`src/design/audio_fade_envelope_defines.svh`:
```
// Assertion macros for the fade envelope.
// Each macro expects clk and arst_n in scope at the place of use.
`ifndef AUDIO_FADE_ENVELOPE_DEFINES_SVH
`define AUDIO_FADE_ENVELOPE_DEFINES_SVH
`ifndef SYNTH
// same-cycle implication
`define AFE_ASSERT_NOW(lbl, ant, con) \
	lbl: assert property (@(posedge clk) disable iff (!arst_n) (ant) |-> (con)) \
		else $error("fade envelope check failed");
// next-cycle implication
`define AFE_ASSERT_NEXT(lbl, ant, con) \
	lbl: assert property (@(posedge clk) disable iff (!arst_n) (ant) |=> (con)) \
		else $error("fade envelope check failed");
`else
`define AFE_ASSERT_NOW(lbl, ant, con)
`define AFE_ASSERT_NEXT(lbl, ant, con)
`endif
`endif

```
`src/design/afe_pkg.sv`:
```
package afe_pkg;

	// envelope phases
	localparam logic [1:0] PH_FADE_IN  = 2'd0;
	localparam logic [1:0] PH_HOLD     = 2'd1;
	localparam logic [1:0] PH_FADE_OUT = 2'd2;
	localparam logic [1:0] PH_DONE     = 2'd3;

	// release event points
	localparam logic [1:0] NP_FADE_IN_END    = 2'd1;
	localparam logic [1:0] NP_FADE_OUT_START = 2'd2;
	localparam logic [1:0] NP_DONE           = 2'd3;

	// item kinds
	localparam logic MODE_TICK  = 1'b0;
	localparam logic MODE_FORCE = 1'b1;

	// configuration register indexes
	localparam int CFG_IDX_W = 3;
	localparam logic [CFG_IDX_W-1:0] REG_PEAK      = 3'd0;
	localparam logic [CFG_IDX_W-1:0] REG_APPEAR    = 3'd1;
	localparam logic [CFG_IDX_W-1:0] REG_DISAPPEAR = 3'd2;
	localparam logic [CFG_IDX_W-1:0] REG_FO_START  = 3'd3;
	localparam logic [CFG_IDX_W-1:0] REG_LOOP      = 3'd4;
	localparam logic [CFG_IDX_W-1:0] REG_NOTIFY    = 3'd5;

	// divider: one quotient bit per step
	localparam int DIV_STEPS = 16;
	localparam int CNT_W     = $clog2(DIV_STEPS);

	typedef enum logic [2:0] {
		ST_IDLE,
		ST_EVAL,
		ST_MUL,
		ST_DIV,
		ST_FIN
	} state_t;

endpackage

```
`src/design/audio_fade_envelope.sv`:
```
// Linear fade-in / hold / fade-out volume envelope for one sound.
// Input stream: s_axis_tuser carries the item kind (0 time tick, 1 force
// phase), s_axis_tdata the tick time, play position, stop flag and phase.
// Output stream: one transaction per input transaction with the gain, the
// phase after the step, the release event and the remove request.
// Configuration: cfg_we/cfg_index/cfg_data write one register per cycle;
// write only while no transaction is in flight.
// A tick that continues a fade runs a multiply state and then a 16-step
// restoring divider (one quotient bit per cycle) before its result is
// registered; all other items go from evaluation straight to the output.
// The block takes one item at a time: s_axis_tready is high only while idle,
// and it rises in the cycle in which the result appears in the output
// register, so no new item is taken before the last result is registered.
// A stalled receiver holds the result in the output register; the next
// item is still accepted and runs, then waits for that register to free.
// Reset: phase fade-in, timer and gain 0, registers at their defaults,
// output empty.
`include "audio_fade_envelope_defines.svh"

module audio_fade_envelope (
	input  logic        clk,
	input  logic        arst_n,
	input  logic        s_axis_tvalid,
	output logic        s_axis_tready,
	input  logic [55:0] s_axis_tdata,  // elapsed[15:0], play_position[47:16],
	                                   // player_stopped[48], new_phase[50:49]
	input  logic        s_axis_tuser,  // mode
	output logic        m_axis_tvalid,
	input  logic        m_axis_tready,
	output logic [23:0] m_axis_tdata,  // volume[15:0], phase[17:16],
	                                   // release_event[18], remove_request[19]
	input  logic        cfg_we,
	input  logic [afe_pkg::CFG_IDX_W-1:0] cfg_index,
	input  logic [31:0] cfg_data
);

	// configuration
	logic [15:0] peak_q, appear_q, disappear_q;
	logic [31:0] fo_start_q;
	logic        loop_q;
	logic [1:0]  notify_q;

	// envelope state
	logic [1:0]  phase_q;
	logic [16:0] timer_q;
	logic [15:0] gain_q;
	logic        event_q;

	// latched item
	logic        mode_q, stopped_q;
	logic [15:0] elapsed_q;
	logic [31:0] pos_q;
	logic [1:0]  newph_q;

	// divider
	logic [15:0] rem_q, quo_q;
	logic [afe_pkg::CNT_W-1:0] cnt_q;

	// output register
	logic        out_valid_q;
	logic [23:0] out_q;

	afe_pkg::state_t state_q, state_nxt;

	logic        accept, out_free, out_load, div_last;
	logic [15:0] fade_len;
	logic [16:0] t_sum, t_new;
	logic        t_end;

	logic [1:0]  ev_phase;
	logic [16:0] ev_timer;
	logic [15:0] ev_gain;
	logic        ev_gain_we, ev_event, ev_mul;

	logic [31:0] prod;
	logic [16:0] trial;
	logic        ge;
	logic [15:0] rem_nxt, quo_nxt;

	assign accept   = s_axis_tvalid && s_axis_tready;
	assign out_free = !out_valid_q || m_axis_tready;
	assign div_last = cnt_q == afe_pkg::CNT_W'(afe_pkg::DIV_STEPS - 1);

	// write configuration registers
	always_ff @(posedge clk or negedge arst_n) begin
		if (!arst_n) begin
			peak_q      <= 16'd65535;
			appear_q    <= 16'd1000;
			disappear_q <= 16'd1000;
			fo_start_q  <= 32'd0;
			loop_q      <= 1'b0;
			notify_q    <= 2'd1;
		end else if (cfg_we) begin
			unique case (cfg_index)
				afe_pkg::REG_PEAK:      peak_q      <= cfg_data[15:0];
				afe_pkg::REG_APPEAR:    appear_q    <= cfg_data[15:0];
				afe_pkg::REG_DISAPPEAR: disappear_q <= cfg_data[15:0];
				afe_pkg::REG_FO_START:  fo_start_q  <= cfg_data;
				afe_pkg::REG_LOOP:      loop_q      <= cfg_data[0];
				afe_pkg::REG_NOTIFY:    notify_q    <= cfg_data[1:0];
				default: ;
			endcase
		end
	end

	// next state
	always_comb begin
		state_nxt = state_q;
		unique case (state_q)
			afe_pkg::ST_IDLE: if (s_axis_tvalid) state_nxt = afe_pkg::ST_EVAL;
			afe_pkg::ST_EVAL: state_nxt = ev_mul ? afe_pkg::ST_MUL : afe_pkg::ST_FIN;
			afe_pkg::ST_MUL:  state_nxt = afe_pkg::ST_DIV;
			afe_pkg::ST_DIV:  if (div_last) state_nxt = afe_pkg::ST_FIN;
			afe_pkg::ST_FIN:  if (out_free) state_nxt = afe_pkg::ST_IDLE;
			default:          state_nxt = afe_pkg::ST_IDLE;
		endcase
	end

	// sequencer outputs
	always_comb begin
		s_axis_tready = 1'b0;
		out_load      = 1'b0;
		unique case (state_q)
			afe_pkg::ST_IDLE: s_axis_tready = 1'b1;
			afe_pkg::ST_FIN:  out_load = out_free;
			default: ;
		endcase
	end

	always_ff @(posedge clk or negedge arst_n) begin
		if (!arst_n) state_q <= afe_pkg::ST_IDLE;
		else         state_q <= state_nxt;
	end

	// latch the accepted item
	always_ff @(posedge clk) begin
		if (accept) begin
			mode_q    <= s_axis_tuser;
			elapsed_q <= s_axis_tdata[15:0];
			pos_q     <= s_axis_tdata[47:16];
			stopped_q <= s_axis_tdata[48];
			newph_q   <= s_axis_tdata[50:49];
		end
	end

	// advance the fade timer
	assign fade_len = (phase_q == afe_pkg::PH_FADE_IN) ? appear_q : disappear_q;
	assign t_sum    = timer_q + {1'b0, elapsed_q};
	assign t_new    = (timer_q < {1'b0, fade_len}) ? t_sum : timer_q;
	assign t_end    = t_new >= {1'b0, fade_len};

	// evaluate one step of the envelope
	always_comb begin
		ev_phase   = phase_q;
		ev_timer   = timer_q;
		ev_gain    = gain_q;
		ev_gain_we = 1'b0;
		ev_event   = 1'b0;
		ev_mul     = 1'b0;
		if (mode_q == afe_pkg::MODE_FORCE) begin
			if (phase_q != newph_q) begin
				ev_phase = newph_q;
				ev_timer = 17'd0;
				ev_event = (newph_q == afe_pkg::PH_FADE_OUT)
					&& (notify_q == afe_pkg::NP_FADE_OUT_START);
			end
		end else begin
			case (phase_q)
				afe_pkg::PH_FADE_IN, afe_pkg::PH_FADE_OUT: begin
					if (t_end) begin
						ev_timer   = 17'd0;
						ev_gain_we = 1'b1;
						if (phase_q == afe_pkg::PH_FADE_IN) begin
							ev_gain  = peak_q;
							ev_phase = afe_pkg::PH_HOLD;
							ev_event = notify_q == afe_pkg::NP_FADE_IN_END;
						end else begin
							ev_gain  = 16'd0;
							ev_phase = afe_pkg::PH_DONE;
							ev_event = notify_q == afe_pkg::NP_DONE;
						end
					end else begin
						ev_timer = t_new;
						ev_mul   = 1'b1;
					end
				end
				afe_pkg::PH_HOLD: begin
					if (!loop_q && (pos_q >= fo_start_q || stopped_q)) begin
						ev_phase = afe_pkg::PH_FADE_OUT;
						ev_event = notify_q == afe_pkg::NP_FADE_OUT_START;
					end
				end
				default: ;
			endcase
		end
	end

	// shared multiply and restoring divide step
	assign prod    = 32'(peak_q) * 32'(timer_q[15:0]);
	assign trial   = {rem_q, quo_q[15]};
	assign ge      = trial >= {1'b0, fade_len};
	assign rem_nxt = ge ? 16'(trial - {1'b0, fade_len}) : trial[15:0];
	assign quo_nxt = {quo_q[14:0], ge};

	always_ff @(posedge clk) begin
		if (state_q == afe_pkg::ST_MUL) begin
			rem_q <= prod[31:16];
			quo_q <= prod[15:0];
		end else if (state_q == afe_pkg::ST_DIV) begin
			rem_q <= rem_nxt;
			quo_q <= quo_nxt;
		end
	end

	always_ff @(posedge clk or negedge arst_n) begin
		if (!arst_n) cnt_q <= '0;
		else if (state_q == afe_pkg::ST_MUL) cnt_q <= '0;
		else if (state_q == afe_pkg::ST_DIV) cnt_q <= cnt_q + 1'b1;
	end

	// update envelope state
	always_ff @(posedge clk or negedge arst_n) begin
		if (!arst_n) begin
			phase_q <= afe_pkg::PH_FADE_IN;
			timer_q <= 17'd0;
			gain_q  <= 16'd0;
			event_q <= 1'b0;
		end else if (state_q == afe_pkg::ST_EVAL) begin
			phase_q <= ev_phase;
			timer_q <= ev_timer;
			event_q <= ev_event;
			if (ev_gain_we) gain_q <= ev_gain;
		end else if (state_q == afe_pkg::ST_DIV && div_last) begin
			gain_q <= (phase_q == afe_pkg::PH_FADE_IN) ? quo_nxt : peak_q - quo_nxt;
		end
	end

	// hold the result until the receiver takes it
	always_ff @(posedge clk or negedge arst_n) begin
		if (!arst_n) out_valid_q <= 1'b0;
		else if (out_load) out_valid_q <= 1'b1;
		else if (m_axis_tready) out_valid_q <= 1'b0;
	end

	always_ff @(posedge clk) begin
		if (out_load)
			out_q <= {4'd0, phase_q == afe_pkg::PH_DONE, event_q, phase_q, gain_q};
	end

	assign m_axis_tvalid = out_valid_q;
	assign m_axis_tdata  = out_q;

	`AFE_ASSERT_NEXT(a_accept_eval, accept, state_q == afe_pkg::ST_EVAL)
	`AFE_ASSERT_NOW(a_div_rem_below_len, state_q == afe_pkg::ST_DIV, rem_q < fade_len)
	`AFE_ASSERT_NOW(a_mul_timer_narrow, state_q == afe_pkg::ST_MUL, timer_q < {1'b0, fade_len})
	`AFE_ASSERT_NOW(a_remove_matches_done, m_axis_tvalid,
		m_axis_tdata[19] == (m_axis_tdata[17:16] == afe_pkg::PH_DONE))

endmodule

```
`config.mk`:
```
export PLATFORM = sky130hd
export DESIGN_NAME = audio_fade_envelope
export DESIGN_NICKNAME = d
export VERILOG_FILES = /design/src/design/afe_pkg.sv /design/src/design/audio_fade_envelope.sv
export VERILOG_INCLUDE_DIRS = /design/src /design/src/design
export SDC_FILE = /design/constraint.sdc
export NUM_CORES = 1
export LEC_CHECK = 0
export ABC_AREA = 1
export BUFFER_PORTS_ARGS = -buffer_cell sky130_fd_sc_hd__buf_2
export CAP_MARGIN = 20
export CORE_MARGIN = 1
export CORE_UTILIZATION = 35
export CTS_CLUSTER_SIZE = 16
export DETAILED_ROUTE_END_ITERATION = 16
export GPL_TIMING_DRIVEN = 0
export SLEW_MARGIN = 20
export SYNTH_ARGS = -nofsm -noshare
export SYNTH_HDL_FRONTEND = slang
export SYNTH_SLANG_ARGS = --single-unit
```
`constraint.sdc`:
```
create_clock -name clk -period 7.25 [get_ports clk]
set_input_delay 0.725 -clock clk [delete_from_list [all_inputs] [get_ports clk]]
set_output_delay 0.725 -clock clk [all_outputs]
set_load 0.02 [all_outputs]
```
==> results of run 1 <==
[layer usage]
layer	vias up	GRT usage [%]	routed length [um]
li1	8360	-	-
met3	67	2.74	3020
met2	375	32.0	28100
met1	8283	25.9	25700
met5	-	0	0
met4	0	4.42	1240
[state kept, by name (all words and copies together), names as in the netlist, 17 cells and up]
name / flops
timer_q: 17
fo_start_q: 32
pos_q: 32
m_axis_tdata: 20
[path summary, 6_finish.rpt]
| check | from | end | slack, ns |
|---|---|---|---|
| min reg2reg | gain_q[4] | m_axis_tdata[4] | 0.44 |
| max in group asynchronous | arst_n | peak_q[8] | 6.42 |
| max reg2reg | timer_q[8] | rem_q[15] | 0.38 |
| max | timer_q[8] | rem_q[15] | 0.38 |
| min | arst_n | fo_start_q[20] | 0.04 |
| min in group clk | s_axis_tdata[8] | elapsed_q[8] | 0.33 |
[per-stage QoR]
stage	setup TNS (ns)	hold slack, ns	setup slack [ns]
2_1_floorplan	0	0.425	0.989
3_3_place_gp	-1.71	0.428	-0.365
3_5_place_dp	-1.73	0.431	-0.342
4_1_cts	0	0.0343	0.00486
5_1_grt	-0.0145	0.0567	-0.0145
6_report	0	0.0390	0.378
[cell usage in the layout, fill, tap and decap left out, types with 12 or more instances in the layout]
cell type                     n
sky130_fd_sc_hd__xor2_1      26
sky130_fd_sc_hd__dfrtp_1     98
sky130_fd_sc_hd__o21ai_0    197
sky130_fd_sc_hd__a21oi_1    129
sky130_fd_sc_hd__nor3_1      12
sky130_fd_sc_hd__fa_1       197
sky130_fd_sc_hd__xnor2_1     27
sky130_fd_sc_hd__clkbuf_1    52
sky130_fd_sc_hd__o21ai_1     16
sky130_fd_sc_hd__mux2i_1     12
sky130_fd_sc_hd__nand2_1    577
sky130_fd_sc_hd__nand3_1     65
sky130_fd_sc_hd__clkbuf_2    24
sky130_fd_sc_hd__edfxtp_1   104
sky130_fd_sc_hd__inv_1      548
sky130_fd_sc_hd__ha_1       210
sky130_fd_sc_hd__nand4_1     19
sky130_fd_sc_hd__clkbuf_16   27
sky130_fd_sc_hd__buf_2      117
sky130_fd_sc_hd__dfstp_2     29
sky130_fd_sc_hd__nor2_1     100
[area by class of cell]
class                   count  area (um2)  area share (%)
multi-input cells        1694       12700            52.8
flip-flops and latches    231        6340            26.3
inverters                 551        2070            8.60
well taps                 782         978            4.07
clock buffers              34         722            3.00
repair buffers            118         682            2.83
plain buffers              89         423            1.76
clock inverters            14         136           0.567
[synthesized netlist by cell type, drive strengths merged (2+ instances only)]
master and number:
o211ai 8, a21boi 4, dfrtp 98, nor3 12, nor4 4, clkbuf 90, xnor2 27, o21ai 218
edfxtp 104, or2 6, mux2i 12, nand3b 2, nor2 106, a31oi 9, buf 21, a31o 3
o2111ai 4, ha 210, fa 197, dfstp 29, xor2 26, nand4 19, o22ai 7, a21o 7
nand3 65, a221oi 2, a211oi 6, o21a 5, a21oi 131, o21bai 6, o221ai 2, inv 551
nand2 583, o31ai 2
[power by group]
part	internal [mW]	switching [mW]	leakage (nW)	total [mW]
Sequential	1.79	0.262	2.49	2.05
Clock	0.776	0.559	0.433	1.34
Combinational	2.02	3.61	9.63	5.62
Total	4.58	4.43	12.6	9.01
[cells by family after synthesis]
kind of cell	synth area share, %
flops	29.4
compound gates	10.7
xor+xnor	2.15
buf+inv	11.8
other cells	0.0174
fa+ha+maj	30.5
mux	0.557
simple gates	14.9
==> metrics list, run 1 <==
- Netlist area before placement: 0.0216 mm2
- Delay-heaviest family, CP: adder cells
* Static leakage power: 12.6 nW
- Share of the synthesized area in the top cell type: 18.3%
- Antenna violations before repair: 2
- The clock passes through at most 3 buffers.
* Initial cell density of the core: 35.6%
- TritonCTS built the clock tree.
- Pin count of the biggest net entering global routing: 89
* Routability cong.: 0.912
- Count of cell instances traversed by the critical path: 25
* Upper clock frequency limit: 0.146 GHz
* First-pass iteration count of the detailed router: 5
* Max-slew headroom: 39.8%
- Relative to the synthesized area, the layout overhead comes to 11.6%.
* Count of non-filler cells in the finished layout: 3,513
- Power comes to 9.01 mW.
- The post-route netlist has 9.48% of its cells at a drive strength greater than 1.
- Crit path buf inv count: 8
- A synthesized cell averages 8.34 um2.
* Cell types occupying the most area after synthesis: sky130_fd_sc_hd__fa_1 18%, sky130_fd_sc_hd__edfxtp_1 14%, sky130_fd_sc_hd__ha_1 12%, sky130_fd_sc_hd__dfrtp_1 11%, sky130_fd_sc_hd__nand2_1 10%
- CP max stage delay: 0.58 ns
* Main flop type after synthesis: sky130_fd_sc_hd__edfxtp_1
- Cells after Synth: 2,584
- Count of cells resized by post-cts repair: 8
- Detailed-route DRC error count: 0
- Vias in the first global route: 17,100
* Clock latency reported for the late side of the worst-skew pair: 0.57 ns
- Counting distinct cell types in the post-synthesis netlist gives 54.
- The number of hold buffers added after CTS was 0.
- In the synthesized netlist the async set-or-reset flop fraction comes to 55.0%.
- Setup violators final: 0
* Average wire length per cell after detail routing: 16.5 um
* Crit path kind: reg -> reg
- The HPWL after detailed placement is 47,200 um.
- Overall die height: 250 um
- Sum of overflow across all layers after global routing: 0
- The synthesized design contains 104 enable-type register cells.
- Clk sinks: 231
* Cell depth of the worst flop-to-flop path: 25
* Sequential cell area fraction in the yosys report: 29.4%
* Detail Route Antenna Nets: 0
* Max Cap Violations: 0
* IO Pins: 123
- Post-DR vias/cell: 4.86
* Count of port buffers added during placement: 113
- Violation count after the first detailed-routing iteration: 1,120
* Placed Instance Area: 0.0232 mm2
- Standard-cell row count: 90
- # diodes: 0
* Post-Route Skew: 0.0371 ns
* Slowest-stage cell, CP: sky130_fd_sc_hd__fa_1
- Total Nets Final: 3,215
* Maximum level of the CTS H-tree: 1
- The worst setup path is captured at a flip-flop.
- After detailed routing, the total wire length is 58,100 um.
* Minimum clock period: 6.87 ns
* Die width: 250 um
- Die footprint: 0.0626 mm2
- Summed over all instances, the cell type with the most area after synthesis is sky130_fd_sc_hd__fa_1.
- Of the available clock period, the critical path in the final layout requires 94.8%.
* Hold Path Class: in -> async
- Data arrives at the worst endpoint at 7.14 ns.
* Total CTS buffers: 26
* Post-CTS Setup Repair Bufs: 0
* Startpoint types: flip-flop
- Power per cell area: 374 mW/mm2
- The tree is rooted in a sky130_fd_sc_hd__clkbuf_16.
- Fill cell total of the finished layout: 6,227
- For this run, the share of the core covered by cells in the final layout is 39.7%.
* Setup repair after global routing missed its margin: yes
- Of all nets on the critical path, the largest fanout is 10.
- Across every metal layer, demand over resource in global routing totals 19.1%.
* Placeable core region: 0.0606 mm2
- The routed layout has 17,100 vias.
* Dpl cells: 3,487
- The count of final hold-check violations came to 0.
- The run finished with clean final reports.
- The max-slew violation count was 0.
* Register bit total from synthesis: 231
- After clock tree synthesis, the clock-pin slew on the worst setup and hold paths is 0.06 ns.
- After routing the design area is 0.0241 mm2.
- Wire length of the first global-routing pass: 94,000 um
* Worst voltage drop across the vdd grid: 0.000259 V
- Measured slew at the worst slew-check pin: 0.893 ns
- During synthesis, Yosys emitted a total of 0 warnings.
- For the worst setup path, the data required time is 7.52 ns.
(Power assumes the default switching activity.)
==> inputs of run 2 (changes only) <==
- PLACE_DENSITY: default -> 0.61
==> run 2 against run 1 <==
  * Register-to-register slack got worse by 0.03 ns
  * Final area barely moved
  * Clock power barely moved
  * Core utilization barely moved
  * Combinational power barely moved
  * Final cell count barely moved
  * Power fell by 0.15%
  * Worst hold slack improved by 0.068 ns
  * Die area did not move
  * Sequential share of layout area barely moved
  * Count of clock-buffer cells in the layout rose by 4
  * First-iteration DRC count rose by 14%
  * Critical path type unchanged
  * Largest power group unchanged
==> metrics list, run 2 (synthesis results as in run 1) <==
* Share of the clock period used by the worst path after layout: 95.2% (+0.43 points)
* Worst voltage drop across the vdd grid: 0.000260 V (+0.39%)
- The placed wire-length estimate came to 46,700 um (-1.2%).
* Initial cell density of the core: 35.6% (unchanged)
- Outcome: completed
- The actual transition at the worst max-transition pin was 0.873 ns (-0.0198 ns).
* Crit path kind: reg -> reg
- Max-slew headroom: 41.6% (+1.7 points)
- Power per cell area: 374 mW/mm2 (-0.12%)
- Post-Route Skew: 0.0248 ns (-0.0123 ns)
- The root buffer cell chosen for the clock tree is sky130_fd_sc_hd__clkbuf_16.
- The post-layout total power is 9.00 mW (-0.15%).
- The data required time of the critical path came to 7.55 ns (+0.03 ns).
* Clk sinks: 231 (unchanged)
- Upper clock frequency limit: 0.145 GHz (-0.45%)
* Detail Route Antenna Nets: 0 (unchanged)
- The detailed-router iteration count before antenna repair is 7 (+2).
- Post-CTS Setup Repair Bufs: 0 (unchanged)
* Violation count after the first detailed-routing iteration: 1,282 (+14%)
- Wire length after detailed routing: 57,700 um (-0.70%)
- The via total after detailed routing is 17,200 (+0.79%).
- Crit path buf inv count: 6 (-2)
- The slowest stage of the critical path is the sky130_fd_sc_hd__fa_1 cell.
* Die footprint: 0.0626 mm2 (unchanged)
* Post-DR vias/cell: 4.90 (+0.70%)
- Total CTS buffers: 26 (unchanged)
- The critical path data arrival time came to 7.20 ns (+0.06 ns).
* Routability cong.: 0.912 (about the same)
* Area overhead of the layout relative to synthesis: 11.6% (about the same)
- CP max stage delay: 0.59 ns (about the same)
- The total number of H-tree levels is 1 (unchanged).
* Setup violators final: 0 (unchanged)
- The number of standard-cell rows in the floorplan is 90 (unchanged).
* Sum of overflow across all layers after global routing: 0 (unchanged)
- Wire length of the first global-routing pass: 92,000 um (-2.2%)
- Clock-pin slew of the registers on the worst-case setup and hold paths: 0.06 ns (about the same)
* Cell mode on critical path: sky130_fd_sc_hd__fa_1
* Pin count of the biggest net entering global routing: 65 (-27%)
- Placeable core region: 0.0606 mm2 (unchanged)
- The count of final hold-check violations was 0 (unchanged).
- The latest clock arrival within the worst-skew pair is 0.56 ns (about the same).
* Startpoint types: flip-flop
- The wire length per cell after detailed routing is 16.4 um (-0.78%).
- Share of cells above drive strength 1: 9.07% (-0.41 points)
- The total leakage power came to 12.5 nW (-0.25%).
- The final standard cell utilization of the core was 39.7% (about the same).
- The total global-route track usage came to 18.7% (-0.40 points).
- Kind of end point of the critical path: flip-flop
* Maximum clock insertion buffer count: 3 (unchanged)
- Hold Path Class: in -> async
- Delay-heaviest family, CP: adder cells
- The library cell used most frequently in the layout, excluding fill and tap cells, is sky130_fd_sc_hd__nand2_1.
* Max Cap Violations: 0 (unchanged)
- In the layout the commonest cells are 577 x sky130_fd_sc_hd__nand2_1, 548 x sky130_fd_sc_hd__inv_1, 210 x sky130_fd_sc_hd__ha_1.
* IO Pins: 123 (unchanged)
- The highest net fanout along the worst path came to 10 (unchanged).
- The time the final worst path needs with I/O delays and setup came to 6.90 ns (+0.0311 ns).
- Die width: 250 um (unchanged)
* Hold-fix buffers at CTS: 0 (unchanged)
* Antenna violations before repair: 1 (-1)
* Critical Path, Cell by Cell: clkbuf_1 -> clkbuf_1 -> nand2_1 -> fa_1 -> fa_1 -> inv_1 -> fa_1 -> fa_1 -> fa_1 -> inv_1 -> fa_1 -> inv_1 -> ha_1 -> a21oi_1 -> inv_1 -> a21oi_1 -> a21boi_0 -> nor2_1 -> nand2_1 -> nand3_1 -> nand2_1 -> nand3_1 -> o21ai_0 -> nand2_1
- The final antenna diode count is 0 (unchanged).
* Count of port buffers added during placement: 113 (unchanged)
- The max-slew violation count came to 0 (unchanged).
- Setup repair after global routing could not meet its margin everywhere.
- The remaining design rule violation count is 0 (unchanged).
* Overall die height: 250 um (unchanged)
- The final-stage net count is 3,218 (+0.093%).
- CTS tree: built
* Vias in the first global route: 16,900 (-1.2%)
-- run 2: changes by cell type in the layout (fill, tap and decap cells not counted), sizes merged --
cell / delta
bufinv: +1
inv: -4
buf: +3
clkinv: -1
clkbuf: +4
-- run 2: final timing paths --
| path | start | to | slack (ns) | cells after the start |
|---|---|---|---|---|
| setup reg to reg | timer_q[13] | rem_q[12] | 0.35 | 24 |
| hold / removal | arst_n | fo_start_q[18] | 0.11 | 1 |
| hold reg to reg | gain_q[12] | m_axis_tdata[12] | 0.44 | 0 |
| min in group clk | s_axis_tdata[26] | pos_q[10] | 0.33 | 1 |
| max in group asynchronous | arst_n | peak_q[14] | 6.38 | 2 |
| setup / recovery | timer_q[13] | rem_q[12] | 0.35 | 24 |
-- run 2: stage by stage --
step / area [um2] / setup TNS (ns) / hold slack [ns] / std cells / worst slack (ns)
after detailed placement: 23200 / -1.67 / 0.432 / 3487 / -0.328
after floorplan: 21600 / 0 / 0.425 / 2587 / 0.989
after global placement: 23100 / -2.03 / 0.431 / 3482 / -0.376
final: 24000 / 0 / 0.107 / 3516 / 0.347
after global routing: 24000 / -0.0350 / 0.138 / 3516 / -0.0350
after CTS: 24100 / 0 / 0.118 / 3526 / 0.00167
-- run 2: what timing repair did --
action                                  in CTS  in global routing
resized for setup                           10                 28
gates cloned                                 0                  0
pin swaps                                    0                  0
endpoints found under the setup margin      11                 15
-- run 2: final cells by class --
class | instances | area (um2)
Timing Repair Buffer | 118 | 682
Clock inverter | 10 | 139
Fill cell | 6226 | 36500
Tap cell | 782 | 978
Inverter | 551 | 2070
Sequential cell | 231 | 6340
Clock buffer | 38 | 706
Buffer | 92 | 429
Multi-Input combinational cell | 1694 | 12700
-- run 2: metal layers --
| metal | GRT usage [%] | part of all wire (%) | up-vias |
|---|---|---|---|
| met5 | 0 | 0 | - |
| met4 | 5.45 | 2.8 | 0 |
| met3 | 1.79 | 5.0 | 89 |
| met2 | 31.4 | 47 | 445 |
| met1 | 25.5 | 45 | 8330 |
| li1 | - | - | 8356 |
-- run 2: report_power, final --
group	switching [mW]	internal [mW]
registers	0.255	1.79
logic	3.61	2.01
clock network	0.546	0.783
